[src/sv/svgcp_pkg.sv]
`timescale 1ns / 1ps
// ----------------------------------------------------------------------------
// svgcp_pkg
// Shared types and codes for the color string parser.
// ----------------------------------------------------------------------------
package svgcp_pkg;

    localparam int PhaseW = 4;
    localparam int PosW   = 3;
    localparam int CompW  = 8;
    localparam int CharW  = 8;
    localparam int StatW  = 2;

    localparam logic [PhaseW-1:0] PH_START = 4'd0;
    localparam logic [PhaseW-1:0] PH_HASH  = 4'd1;
    localparam logic [PhaseW-1:0] PH_PFX_G = 4'd2;
    localparam logic [PhaseW-1:0] PH_PFX_B = 4'd3;
    localparam logic [PhaseW-1:0] PH_PFX_P = 4'd4;
    localparam logic [PhaseW-1:0] PH_RED   = 4'd5;
    localparam logic [PhaseW-1:0] PH_GREEN = 4'd6;
    localparam logic [PhaseW-1:0] PH_BLUE  = 4'd7;
    localparam logic [PhaseW-1:0] PH_DONE  = 4'd8;
    localparam logic [PhaseW-1:0] PH_NAMED = 4'd9;

    localparam logic [StatW-1:0] ST_OK      = 2'd0;
    localparam logic [StatW-1:0] ST_BAD_LEN = 2'd1;
    localparam logic [StatW-1:0] ST_NAMED   = 2'd2;
    localparam logic [StatW-1:0] ST_BAD_HEX = 2'd3;

    typedef struct packed {
        logic [PhaseW-1:0] phase;
        logic [PosW-1:0]   pos;
        logic [CompW-1:0]  red;
        logic [CompW-1:0]  green;
        logic [CompW-1:0]  blue;
        logic              pct;
        logic              hex_bad;
    } parse_state_t;

    typedef struct packed {
        logic [CompW-1:0] red;
        logic [CompW-1:0] green;
        logic [CompW-1:0] blue;
        logic             pct;
        logic [StatW-1:0] status;
    } parse_result_t;

endpackage

[src/sv/svg_color_string_parser.sv]
`timescale 1ns / 1ps
// ----------------------------------------------------------------------------
// svg_color_string_parser
// Streaming parser for #rgb, #rrggbb and rgb(r,g,b) color strings.
// ----------------------------------------------------------------------------
// Takes one character word per cycle while in_stall is low, with last_char
// marking the end of the string, and gives one result word per string: 8-bit
// red, green and blue, percent_mode and parse_status. Each character passes an
// input register and then a combinational state update into the state register;
// a string end also writes its result to the output register, which offers it
// once the last character has left the input register.
// When the output register is full and stalled, characters that do not end a
// string keep flowing; only a string end waits for the output to drain.
// ----------------------------------------------------------------------------
module svg_color_string_parser (
    input  logic                           clk,
    input  logic                           rst_n,
    input  logic                           in_valid,
    output logic                           in_stall,
    input  logic [svgcp_pkg::CharW-1:0]    text_char,
    input  logic                           last_char,
    output logic                           out_valid,
    input  logic                           out_stall,
    output logic [svgcp_pkg::CompW-1:0]    red_value,
    output logic [svgcp_pkg::CompW-1:0]    green_value,
    output logic [svgcp_pkg::CompW-1:0]    blue_value,
    output logic                           percent_mode,
    output logic [svgcp_pkg::StatW-1:0]    parse_status
);
    import svgcp_pkg::*;

    logic               s1_valid_reg;
    logic [CharW-1:0]   s1_char_reg;
    logic               s1_last_reg;
    parse_state_t       state_reg;
    parse_state_t       state_next;
    parse_result_t      res_next;
    parse_result_t      res_reg;
    logic               out_valid_reg;

    logic out_free;
    logic s1_adv;
    logic in_take;

    assign out_free = !out_valid_reg || !out_stall;
    assign s1_adv   = s1_valid_reg && (!s1_last_reg || out_free);
    assign in_stall = s1_valid_reg && !s1_adv;
    assign in_take  = in_valid && !in_stall;

    svgcp_step u_step (
        .cur  (state_reg),
        .ch   (s1_char_reg),
        .last (s1_last_reg),
        .nxt  (state_next),
        .res  (res_next)
    );

    always_ff @(posedge clk or negedge rst_n)
    begin
        if (!rst_n)
        begin
            s1_valid_reg    <= 1'b0;
            out_valid_reg   <= 1'b0;
            state_reg       <= '{phase: PH_START, default: '0};
        end
        else
        begin
            if (in_take)
                s1_valid_reg <= 1'b1;
            else if (s1_adv)
                s1_valid_reg <= 1'b0;
            if (s1_adv)
                state_reg <= state_next;
            if (s1_adv && s1_last_reg)
                out_valid_reg <= 1'b1;
            else if (!out_stall)
                out_valid_reg <= 1'b0;
        end
    end

    always_ff @(posedge clk)
    begin
        if (in_take)
        begin
            s1_char_reg <= text_char;
            s1_last_reg <= last_char;
        end
        if (s1_adv && s1_last_reg)
            res_reg <= res_next;
    end

    assign out_valid    = out_valid_reg;
    assign red_value    = res_reg.red;
    assign green_value  = res_reg.green;
    assign blue_value   = res_reg.blue;
    assign percent_mode = res_reg.pct;
    assign parse_status = res_reg.status;

    a_err_zero: assert property (@(posedge clk) disable iff (!rst_n)
        (out_valid_reg && res_reg.status != ST_OK) |->
        (res_reg.red == '0 && res_reg.green == '0 && res_reg.blue == '0 && !res_reg.pct))
        else $error("error result carries nonzero payload");

    a_no_overrun: assert property (@(posedge clk) disable iff (!rst_n)
        (s1_valid_reg && s1_last_reg && out_valid_reg && out_stall) |-> in_stall)
        else $error("string end advanced into a full output register");

    a_restart: assert property (@(posedge clk) disable iff (!rst_n)
        (s1_adv && s1_last_reg) |=> (state_reg.phase == PH_START && state_reg.pos == '0))
        else $error("parser not back at string start after a result");

    a_pos_hash: assert property (@(posedge clk) disable iff (!rst_n)
        (state_reg.pos != '0) |-> (state_reg.phase == PH_HASH))
        else $error("hex position counter moved outside the hash form");

endmodule

[src/sv/svgcp_step.sv]
`timescale 1ns / 1ps
// ----------------------------------------------------------------------------
// svgcp_step
// Per-character state update and end-of-string result formatting.
// ----------------------------------------------------------------------------
module svgcp_step (
    input  svgcp_pkg::parse_state_t        cur,
    input  logic [svgcp_pkg::CharW-1:0]    ch,
    input  logic                           last,
    output svgcp_pkg::parse_state_t        nxt,
    output svgcp_pkg::parse_result_t       res
);
    import svgcp_pkg::*;

    localparam logic [CharW-1:0] C_HASH   = 8'h23;
    localparam logic [CharW-1:0] C_PCT    = 8'h25;
    localparam logic [CharW-1:0] C_LPAREN = 8'h28;
    localparam logic [CharW-1:0] C_RPAREN = 8'h29;
    localparam logic [CharW-1:0] C_COMMA  = 8'h2C;
    localparam logic [CharW-1:0] C_R      = 8'h72;
    localparam logic [CharW-1:0] C_G      = 8'h67;
    localparam logic [CharW-1:0] C_B      = 8'h62;
    localparam logic [CharW-1:0] C_SPACE  = 8'h20;
    localparam logic [CompW-1:0] SAT_MAX  = 8'd255;

    // decimal accumulate with saturation; digit value is the low nibble
    function automatic logic [CompW-1:0] dec_acc(input logic [CompW-1:0] acc,
                                                 input logic [CharW-1:0] c);
        logic [11:0] v;
        v = ({4'd0, acc} << 3) + ({4'd0, acc} << 1) + {8'd0, c[3:0]};
        return (v > 12'd255) ? SAT_MAX : v[CompW-1:0];
    endfunction

    logic       is_dig;
    logic       is_sp;
    logic       hex_ok;
    logic [3:0] nib;
    parse_state_t  upd;

    always_comb
    begin
        is_dig = ch inside {[8'h30:8'h39]};
        is_sp  = ch inside {C_SPACE, [8'h09:8'h0D]};
        hex_ok = 1'b1;
        nib    = 4'd0;
        if (is_dig)
        begin
            nib = ch[3:0];
        end
        else if (ch inside {[8'h61:8'h66], [8'h41:8'h46]})
        begin
            nib = ch[3:0] + 4'd9;
        end
        else
        begin
            hex_ok = 1'b0;
        end
    end

    always_comb
    begin
        upd = cur;
        case (cur.phase)
            PH_START:
            begin
                if (ch == C_HASH)
                    upd.phase = PH_HASH;
                else if (ch == C_R)
                    upd.phase = PH_PFX_G;
                else
                    upd.phase = PH_NAMED;
            end
            PH_HASH:
            begin
                if (!hex_ok)
                    upd.hex_bad = 1'b1;
                case (cur.pos)
                    3'd0: upd.red   = cur.red   | {nib, 4'd0};
                    3'd1: upd.red   = cur.red   | {4'd0, nib};
                    3'd2: upd.green = cur.green | {nib, 4'd0};
                    3'd3: upd.green = cur.green | {4'd0, nib};
                    3'd4: upd.blue  = cur.blue  | {nib, 4'd0};
                    3'd5: upd.blue  = cur.blue  | {4'd0, nib};
                    default: ;
                endcase
                if (cur.pos != 3'd7)
                    upd.pos = cur.pos + 3'd1;
            end
            PH_PFX_G: upd.phase = (ch == C_G) ? PH_PFX_B : PH_NAMED;
            PH_PFX_B: upd.phase = (ch == C_B) ? PH_PFX_P : PH_NAMED;
            PH_PFX_P: upd.phase = (ch == C_LPAREN) ? PH_RED : PH_NAMED;
            PH_RED:
            begin
                if (!is_sp)
                begin
                    if (is_dig)
                        upd.red = dec_acc(cur.red, ch);
                    else if (ch == C_COMMA)
                        upd.phase = PH_GREEN;
                    else if (ch == C_PCT)
                        upd.pct = 1'b1;
                end
            end
            PH_GREEN:
            begin
                if (!is_sp)
                begin
                    if (is_dig)
                        upd.green = dec_acc(cur.green, ch);
                    else if (ch == C_COMMA)
                        upd.phase = PH_BLUE;
                end
            end
            PH_BLUE:
            begin
                if (!is_sp)
                begin
                    if (is_dig)
                        upd.blue = dec_acc(cur.blue, ch);
                    else if (ch == C_RPAREN)
                        upd.phase = PH_DONE;
                end
            end
            default: ;
        endcase
    end

    always_comb
    begin
        res = '0;
        case (upd.phase)
            PH_HASH:
            begin
                if (upd.pos != 3'd3 && upd.pos != 3'd6)
                    res.status = ST_BAD_LEN;
                else if (upd.hex_bad)
                    res.status = ST_BAD_HEX;
                else if (upd.pos == 3'd3)
                begin
                    // short form: nibble doubled
                    res.red   = {upd.red[7:4], upd.red[7:4]};
                    res.green = {upd.red[3:0], upd.red[3:0]};
                    res.blue  = {upd.green[7:4], upd.green[7:4]};
                end
                else
                begin
                    res.red   = upd.red;
                    res.green = upd.green;
                    res.blue  = upd.blue;
                end
            end
            PH_RED, PH_GREEN, PH_BLUE, PH_DONE:
            begin
                res.red   = upd.red;
                res.green = upd.green;
                res.blue  = upd.blue;
                res.pct   = upd.pct;
            end
            default: res.status = ST_NAMED;
        endcase
    end

    always_comb
    begin
        nxt = upd;
        if (last)
        begin
            nxt       = '0;
            nxt.phase = PH_START;
        end
    end

endmodule
[config.mk]
export PLATFORM = sky130hd
export DESIGN_NAME = svg_color_string_parser
export DESIGN_NICKNAME = d
export VERILOG_FILES = /design/src/sv/svgcp_pkg.sv /design/src/sv/svg_color_string_parser.sv /design/src/sv/svgcp_step.sv
export SDC_FILE = /design/constraint.sdc
export NUM_CORES = 1
export LEC_CHECK = 0
export BUFFER_PORTS_ARGS = -buffer_cell sky130_fd_sc_hd__buf_2
export CORE_ASPECT_RATIO = 1.75
export CORE_MARGIN = 10
export CORE_UTILIZATION = 66
export CTS_CLUSTER_DIAMETER = 40
export CTS_CLUSTER_SIZE = 40
export DETAILED_ROUTE_END_ITERATION = 12
export GPL_TIMING_DRIVEN = 0
export PLACE_DENSITY_LB_ADDON = 0.05
export SLEW_MARGIN = 20
export SYNTH_ARGS = -nofsm -noshare
export SYNTH_HDL_FRONTEND = slang
export SYNTH_SLANG_ARGS = --single-unit
[constraint.sdc]
create_clock -name clk -period 8.8 [get_ports clk]
set_input_delay 1.32 -clock clk [delete_from_list [all_inputs] [get_ports clk]]
set_output_delay 1.32 -clock clk [all_outputs]
set_load 0.005 [all_outputs]
# [Word level (Yosys, flattened, before mapping)]
# Cells that the tools add are included.
[op_classes] shift=0 reduce_logical=22 n_div=0 magnitude_cmp=11 n_mux=55 add_sub_neg=8 multipliers=0 n_eq_ne=31 bitwise=6
[ops] op="8-bit one-hot mux with 2 select lines" count=6
[ops] op="8-bit two-way mux" count=9
[ops] op="4-bit two-way mux" count=16
[ops] op="8-bit by 6-bit == test with 1-bit output, second input constant" count=6
[ops] op="24-bit two-way mux" count=2
[ops] op="24-bit one-hot mux with 2 select lines" count=1
[ops] op="11-bit by 9-bit adder with 12-bit output" count=3
[ops] op="12-bit by 4-bit adder with 12-bit output" count=3
[ops] op="12-bit by 8-bit greater-than comparator with 1-bit output, second input constant" count=3
[ops] op="33-bit two-way mux" count=1
[ops] op="4-bit by 3-bit == test with 1-bit output, second input constant" count=7
[ops] op="4-bit one-hot mux with 7 select lines" count=1
[ops] op="8-bit by 7-bit == test with 1-bit output, second input constant" count=3
[ops] op="8-bit by 4-bit bitwise OR with 8-bit output" count=3
[ops] op="8-bit bitwise OR" count=3
[ops] op="20-bit two-way mux" count=1
[ops] op="8-bit by 7-bit >= comparator with 1-bit output, second input constant" count=2
[ops] op="8-bit by 7-bit <= comparator with 1-bit output, second input constant" count=2
[ops] op="1-bit two-way mux" count=13
[ops] op="3-bit by 2-bit == test with 1-bit output, second input constant" count=3
[ops] op="1-bit logical AND" count=9
[ops] op="4-bit by 1-bit == test with 1-bit output, second input constant" count=2
[ops] op="4-bit by 2-bit == test with 1-bit output, second input constant" count=2
[ops] op="8-bit by 4-bit >= comparator with 1-bit output, second input constant" count=1
[ops] op="other kinds (20)" count=31
[word_totals] memories=0 elab_cells=149 latch_bits=0 output_inout_bits=29 romBits=0 reg_bits=71 ram_bits=0

# [Longest topological paths before layout]
[depth] depth_word=12 depth_mapped=12 depth_no_buf=11

# [Modules after synthesis]
# Synthesis repeated with hierarchy kept, for this count alone.
[unflattened] cells_unflattened=707 hier_area_um2=6357.3
[by_module_without_submodules] module="svgcp_step" area_each_um2=3279.4 cells_per_inst=472 n_inst=1 seq_area_each_um2=0.0
[by_module_without_submodules] module="svg_color_string_parser" area_each_um2=3078.0 cells_per_inst=235 n_inst=1 seq_area_each_um2=1956.9

# [Least setup slack after synthesis]
# No wires, ideal clock.
[synth_timing] path_type="register -> register" start="register s1_char_reg[3]" end="register res_reg, in the netlist blue_value[5], data pin" arrival_ns=3.093 path_stages_with_launch=13 period_less_slack_ns=3.354 path_buffers=1 t_required_ns=8.539 path_slack_ns=5.446 path_cell_list="edfxtp_1 -> clkbuf_1 -> inv_1 -> fa_1 -> inv_1 -> ha_1 -> a211oi_1 -> o21bai_1 -> a32oi_1 -> o31ai_1 -> o311ai_0 -> nand3_1 -> nand3_1"
[synth_lines] element="start, declared" line="svg_color_string_parser.sv:33" text="logic [CharW-1:0] s1_char_reg;"
[synth_lines] element="start signal, assigned" line="svg_color_string_parser.sv:85" text="s1_char_reg <= text_char;"
[synth_lines] element="end signal, assigned" line="svg_color_string_parser.sv:89" text="res_reg <= res_next;"
[synth_lines] element="end, declared" line="svg_color_string_parser.sv:38" text="parse_result_t res_reg;"

==> impl_results.html <==
<table>
<tr><th>Metric</th><th>Value</th></tr>
<tr><th colspan="2">Power and ir drop</th></tr>
<tr><td>Net Switching</td><td>about 0.37 mW</td></tr>
<tr><td>Sequential share of power</td><td>0.381</td></tr>
<tr><td>Relative contribution of combinational cells to total power</td><td>0.302</td></tr>
<tr><td>Proportion of power drawn by the clock network</td><td>0.317</td></tr>
<tr><td>VDD IR-drop max</td><td>between 100 and 150 uV</td></tr>
<tr><td>Cell area power density</td><td>165 nW/um2</td></tr>
<tr><td>Internal cell power</td><td>between 0.6 and 0.7 mW</td></tr>
<tr><td>Static power due to leakage</td><td>approximately 2.8 nW</td></tr>
<tr><td>Sw frac</td><td>0.359</td></tr>
<tr><th colspan="2">CTS</th></tr>
<tr><td>Clock transition at the registers of the reported paths</td><td>around 60 ps</td></tr>
<tr><td>CTS Buf Count</td><td>9</td></tr>
<tr><td>Worst-Skew Late Latency</td><td>340 ps</td></tr>
<tr><td># resized after CTS</td><td>0</td></tr>
<tr><td>Bufs on Longest Clock Path</td><td>2</td></tr>
<tr><td>Number of sinks handled by clock tree synthesis</td><td>71</td></tr>
<tr><td>Cell at the root of the clock tree</td><td>sky130_fd_sc_hd__clkbuf_16</td></tr>
<tr><td>Hold buffers post-CTS</td><td>0</td></tr>
<tr><td>H-Tree Depth</td><td>3</td></tr>
<tr><td>TritonCTS clock tree</td><td>yes</td></tr>
<tr><td>Post-CTS Repair Setup Buffers</td><td>0</td></tr>
<tr><th colspan="2">Final layout</th></tr>
<tr><td>Post-Layout Cell Count</td><td>~780</td></tr>
<tr><td>Area overhead of the layout relative to synthesis</td><td>10.8%</td></tr>
<tr><td>Number of inserted diodes</td><td>0</td></tr>
<tr><td>Number of flip-flops under the largest register name</td><td>33</td></tr>
<tr><td>Filler cell count in the final layout</td><td>between 600 and 700</td></tr>
<tr><td>Combined area of the multi-input logic cells</td><td>3520 um2</td></tr>
<tr><td>FF/Latch Area</td><td>1960 um2</td></tr>
<tr><td>Share of post-route cells with drive strength above 1</td><td>0.136</td></tr>
<tr><td>Layout Nets</td><td>around 730</td></tr>
<tr><th colspan="2">Die</th></tr>
<tr><td>DIE HEIGHT</td><td>between 100 and 150 um</td></tr>
<tr><td>Floorplan die width</td><td>~90 um</td></tr>
<tr><td>Area enclosed by the die boundary</td><td>between 10000 and 15000 um2</td></tr>
<tr><td>Row count</td><td>between 40 and 50</td></tr>
<tr><td>Core region area</td><td>approximately 8400 um2</td></tr>
<tr><td>Initial Utilization</td><td>0.681</td></tr>
<tr><td>IO Pins</td><td>between 40 and 50</td></tr>
<tr><th colspan="2">STA</th></tr>
<tr><td>Final-layout setup total negative slack</td><td>0 ps</td></tr>
<tr><td>Period minus WS final</td><td>between 4000 and 5000 ps</td></tr>
<tr><td>Slew of the pin with the lowest slew margin</td><td>about 1100 ps</td></tr>
<tr><td>RSZ-0062 raised after global routing</td><td>false</td></tr>
<tr><td>Final-report hold violation count</td><td>0</td></tr>
<tr><td>Number of slew-limit violations in the final report</td><td>0</td></tr>
<tr><td>Worst slew margin</td><td>0.261</td></tr>
<tr><td>Final period util</td><td>0.503</td></tr>
<tr><td>Worst Skew</td><td>~7.4 ps</td></tr>
<tr><td>Fmax</td><td>~230 MHz</td></tr>
<tr><td>Finish-stage setup viols</td><td>0</td></tr>
<tr><th colspan="2">Worst setup path</th></tr>
<tr><td>Critical Path Source</td><td>s1_char_reg[3]</td></tr>
<tr><td>Worst R2R Start</td><td>s1_char_reg[3]</td></tr>
<tr><td>Critical path launch point type</td><td>register</td></tr>
<tr><td>Sort of element at the end of the critical path</td><td>register</td></tr>
<tr><td>Worst EP arrival</td><td>approximately 4500 ps</td></tr>
<tr><td>Top fanout value on the critical path</td><td>10</td></tr>
<tr><td>Critical path start-end classification</td><td>reg -&gt; reg</td></tr>
<tr><td>Crit path required time</td><td>8890 ps</td></tr>
<tr><th colspan="2">Synth</th></tr>
<tr><td>Number of synthesis warnings</td><td>0</td></tr>
<tr><td>Syn avg cell area</td><td>roughly 9.4 um2</td></tr>
<tr><td>Area share of the leading cell type in the synthesized netlist</td><td>0.190</td></tr>
<tr><td>Number of synthesized register bits</td><td>71</td></tr>
<tr><td>Leading post-synthesis cells by cell area</td><td>sky130_fd_sc_hd__edfxtp_1, sky130_fd_sc_hd__dfrtp_1, sky130_fd_sc_hd__ha_1</td></tr>
<tr><td>EDFF count, synth</td><td>36</td></tr>
<tr><td>Gate count of the mapped netlist</td><td>about 600</td></tr>
<tr><td>Cell type contributing the most total cell area after synthesis</td><td>sky130_fd_sc_hd__edfxtp_1</td></tr>
<tr><td>Number of unique standard cell types used by synthesis</td><td>between 80 and 90</td></tr>
<tr><td>Leading register cell type out of synthesis</td><td>sky130_fd_sc_hd__edfxtp_1</td></tr>
<tr><td>Post-synthesis instance area</td><td>approximately 5700 um2</td></tr>
<tr><td>Ys async rst share</td><td>0.493</td></tr>
<tr><td>Synth Net Count</td><td>slightly below 700</td></tr>
<tr><td>Seq/Total Area, Yosys</td><td>0.344</td></tr>
<tr><th colspan="2">Min path</th></tr>
<tr><td>Beginning of the worst hold path</td><td>state_reg[1]</td></tr>
<tr><td>Class of the most critical hold timing path</td><td>reg -&gt; reg</td></tr>
<tr><th colspan="2">Outcome</th></tr>
<tr><td>Run status</td><td>completed</td></tr>
<tr><th colspan="2">Placed design</th></tr>
<tr><td>Inst Count DP</td><td>between 700 and 800</td></tr>
<tr><td>Quantity of I/O buffers inserted on ports</td><td>41</td></tr>
<tr><td>Dpl hpwl</td><td>13.0 mm</td></tr>
<tr><td>Last weighted congestion value of the routability-driven placer</td><td>between 0.9 and 1</td></tr>
<tr><th colspan="2">Detailed routing</th></tr>
<tr><td>DR vias</td><td>5527</td></tr>
<tr><td>Final routed wirelength across all metal layers</td><td>between 15 and 20 mm</td></tr>
<tr><td>Via density per instance</td><td>7.13</td></tr>
<tr><td>Detailed-route DRC error count</td><td>0</td></tr>
<tr><td>DR WL/cell</td><td>approximately 22 um</td></tr>
<tr><td>Number of iterations in the first detailed-routing pass</td><td>5</td></tr>
<tr><td>Remaining antenna violation count after routing</td><td>0</td></tr>
<tr><td>1st-iter DRT viols</td><td>641</td></tr>
<tr><th colspan="2">Global route</th></tr>
<tr><td>Maximum number of pins on one net before global-route repair</td><td>36</td></tr>
<tr><td>Via count of the first global-routing pass</td><td>between 5000 and 6000</td></tr>
<tr><td>First-pass GRT wire length</td><td>27.6 mm</td></tr>
<tr><td>Initial antenna violation count</td><td>0</td></tr>
<tr><td>Overall routing resource usage</td><td>0.264</td></tr>
<tr><td>Residual overflow from global routing</td><td>0</td></tr>
<tr><th colspan="2">Run</th></tr>
<tr><td>Max capacitance violation total</td><td>0</td></tr>
</table>
## cell usage after synthesis (8+ instances only)
master and instances:
sky130_fd_sc_hd__nor3_1 11, sky130_fd_sc_hd__clkbuf_1 15, sky130_fd_sc_hd__nand3_1 58, sky130_fd_sc_hd__inv_1 19, sky130_fd_sc_hd__o21ai_0 34, sky130_fd_sc_hd__a21oi_1 18, sky130_fd_sc_hd__a22o_1 20, sky130_fd_sc_hd__o211ai_1 12
sky130_fd_sc_hd__o21ai_1 12, sky130_fd_sc_hd__o22ai_1 8, sky130_fd_sc_hd__dfrtp_1 35, sky130_fd_sc_hd__nand2b_1 11, sky130_fd_sc_hd__nand2_1 40, sky130_fd_sc_hd__ha_1 53, sky130_fd_sc_hd__nor2_1 37, sky130_fd_sc_hd__o31ai_1 15
sky130_fd_sc_hd__a211oi_1 9, sky130_fd_sc_hd__edfxtp_1 36, sky130_fd_sc_hd__a31oi_1 8
## per-stage QoR
step	area, um2	hold WS [ps]	power (mW)	util	worst slack (ps)
after floorplan	5700	463	0.618	-	5450
after detailed placement	6040	493	0.705	0.722	4510
after CTS	6310	507	1.03	0.754	4480
final	6310	514	1.04	0.754	4380
after global placement	6040	478	0.696	0.722	4550
after global routing	6310	565	1.07	0.754	4130
## cell families after synthesis
logic type,count (synthesis),share of synthesized area
and+or+nand+nor,215,0.214
AOI/OAI and AO/OA,196,0.245
DFF,71,0.344
adders and majority gates,59,0.138
buffers and inverters,48,0.0376
xor gates and xnor gates,10,0.0154
muxes,4,0.00769
## final timing paths
| kind | cells after the start | slack [ps] | to |
|---|---|---|---|
| hold / removal | 2 | 510 | state_reg[1] |
| setup / recovery | 12 | 4380 | blue_value[5] |
| max in group asynchronous | 1 | 7150 | state_reg[12] |
| setup reg to reg | 12 | 4380 | blue_value[5] |
| hold reg to reg | 2 | 510 | state_reg[1] |
| min in group asynchronous | 1 | 1100 | state_reg[21] |
## worst max-delay path, stage by stage (launching register included)
cell and delay [ps]:
sky130_fd_sc_hd__edfxtp_1 650, sky130_fd_sc_hd__clkbuf_1 390, sky130_fd_sc_hd__inv_1 200, sky130_fd_sc_hd__fa_1 590, sky130_fd_sc_hd__inv_1 70, sky130_fd_sc_hd__ha_1 290
sky130_fd_sc_hd__a211oi_1 410, sky130_fd_sc_hd__o21bai_1 220, sky130_fd_sc_hd__a32oi_1 310, sky130_fd_sc_hd__o31ai_1 380, sky130_fd_sc_hd__o311ai_0 380, sky130_fd_sc_hd__nand3_1 200
sky130_fd_sc_hd__nand3_1 80
## layout by cell type (no fill, tap or decap), types with 4 or more instances in the layout
cell and count:
sky130_fd_sc_hd__nand3_1 58, sky130_fd_sc_hd__ha_1 53, sky130_fd_sc_hd__buf_2 47, sky130_fd_sc_hd__nand2_1 40, sky130_fd_sc_hd__nor2_1 37, sky130_fd_sc_hd__edfxtp_1 36, sky130_fd_sc_hd__dfrtp_1 35, sky130_fd_sc_hd__o21ai_0 34
sky130_fd_sc_hd__a22o_1 20, sky130_fd_sc_hd__inv_1 18, sky130_fd_sc_hd__a21oi_1 18, sky130_fd_sc_hd__clkbuf_1 16, sky130_fd_sc_hd__o31ai_1 15, sky130_fd_sc_hd__o21ai_1 12, sky130_fd_sc_hd__o211ai_1 12, sky130_fd_sc_hd__nand2b_1 11
sky130_fd_sc_hd__nor3_1 11, sky130_fd_sc_hd__a211oi_1 9, sky130_fd_sc_hd__clkbuf_16 9, sky130_fd_sc_hd__o22ai_1 8, sky130_fd_sc_hd__a31oi_1 8, sky130_fd_sc_hd__a21o_1 6, sky130_fd_sc_hd__nor3b_1 6, sky130_fd_sc_hd__a221oi_1 6
sky130_fd_sc_hd__a221o_1 6, sky130_fd_sc_hd__fa_1 6, sky130_fd_sc_hd__xnor2_1 5, sky130_fd_sc_hd__xor2_1 5, sky130_fd_sc_hd__o21bai_1 4, sky130_fd_sc_hd__nor2b_1 4, sky130_fd_sc_hd__o21a_1 4, sky130_fd_sc_hd__nand4_1 4
sky130_fd_sc_hd__and3_1 4, sky130_fd_sc_hd__and2_1 4, sky130_fd_sc_hd__a21boi_1 4
## layer usage
metal / GRT usage / share of wire
met1: 0.274 / 0.36
met4: 0.170 / 0.059
met2: 0.473 / 0.50
met5: 0 / 0
met3: 0.0572 / 0.078
## cell type report
cell class,count,share of cell area
buffer,26,0.0208
clock buffer,10,0.0363
clock inverter,6,0.00595
inverter,22,0.0131
multi-input combinational,484,0.558
sequential,71,0.310
tap,115,0.0228
timing repair buffer,41,0.0325
## power by group through the flow
| stage | Combinational (mW) | Sequential [mW] | Clock [mW] |
|---|---|---|---|
| floorplan | 0.221 | 0.397 | 0 |
| global placement | 0.295 | 0.401 | 0 |
| detailed placement | 0.303 | 0.402 | 0 |
| CTS | 0.305 | 0.396 | 0.328 |
| global route | 0.335 | 0.400 | 0.339 |
| finish | 0.314 | 0.397 | 0.330 |
No activity file was read; power rests on OpenSTA's default activity.
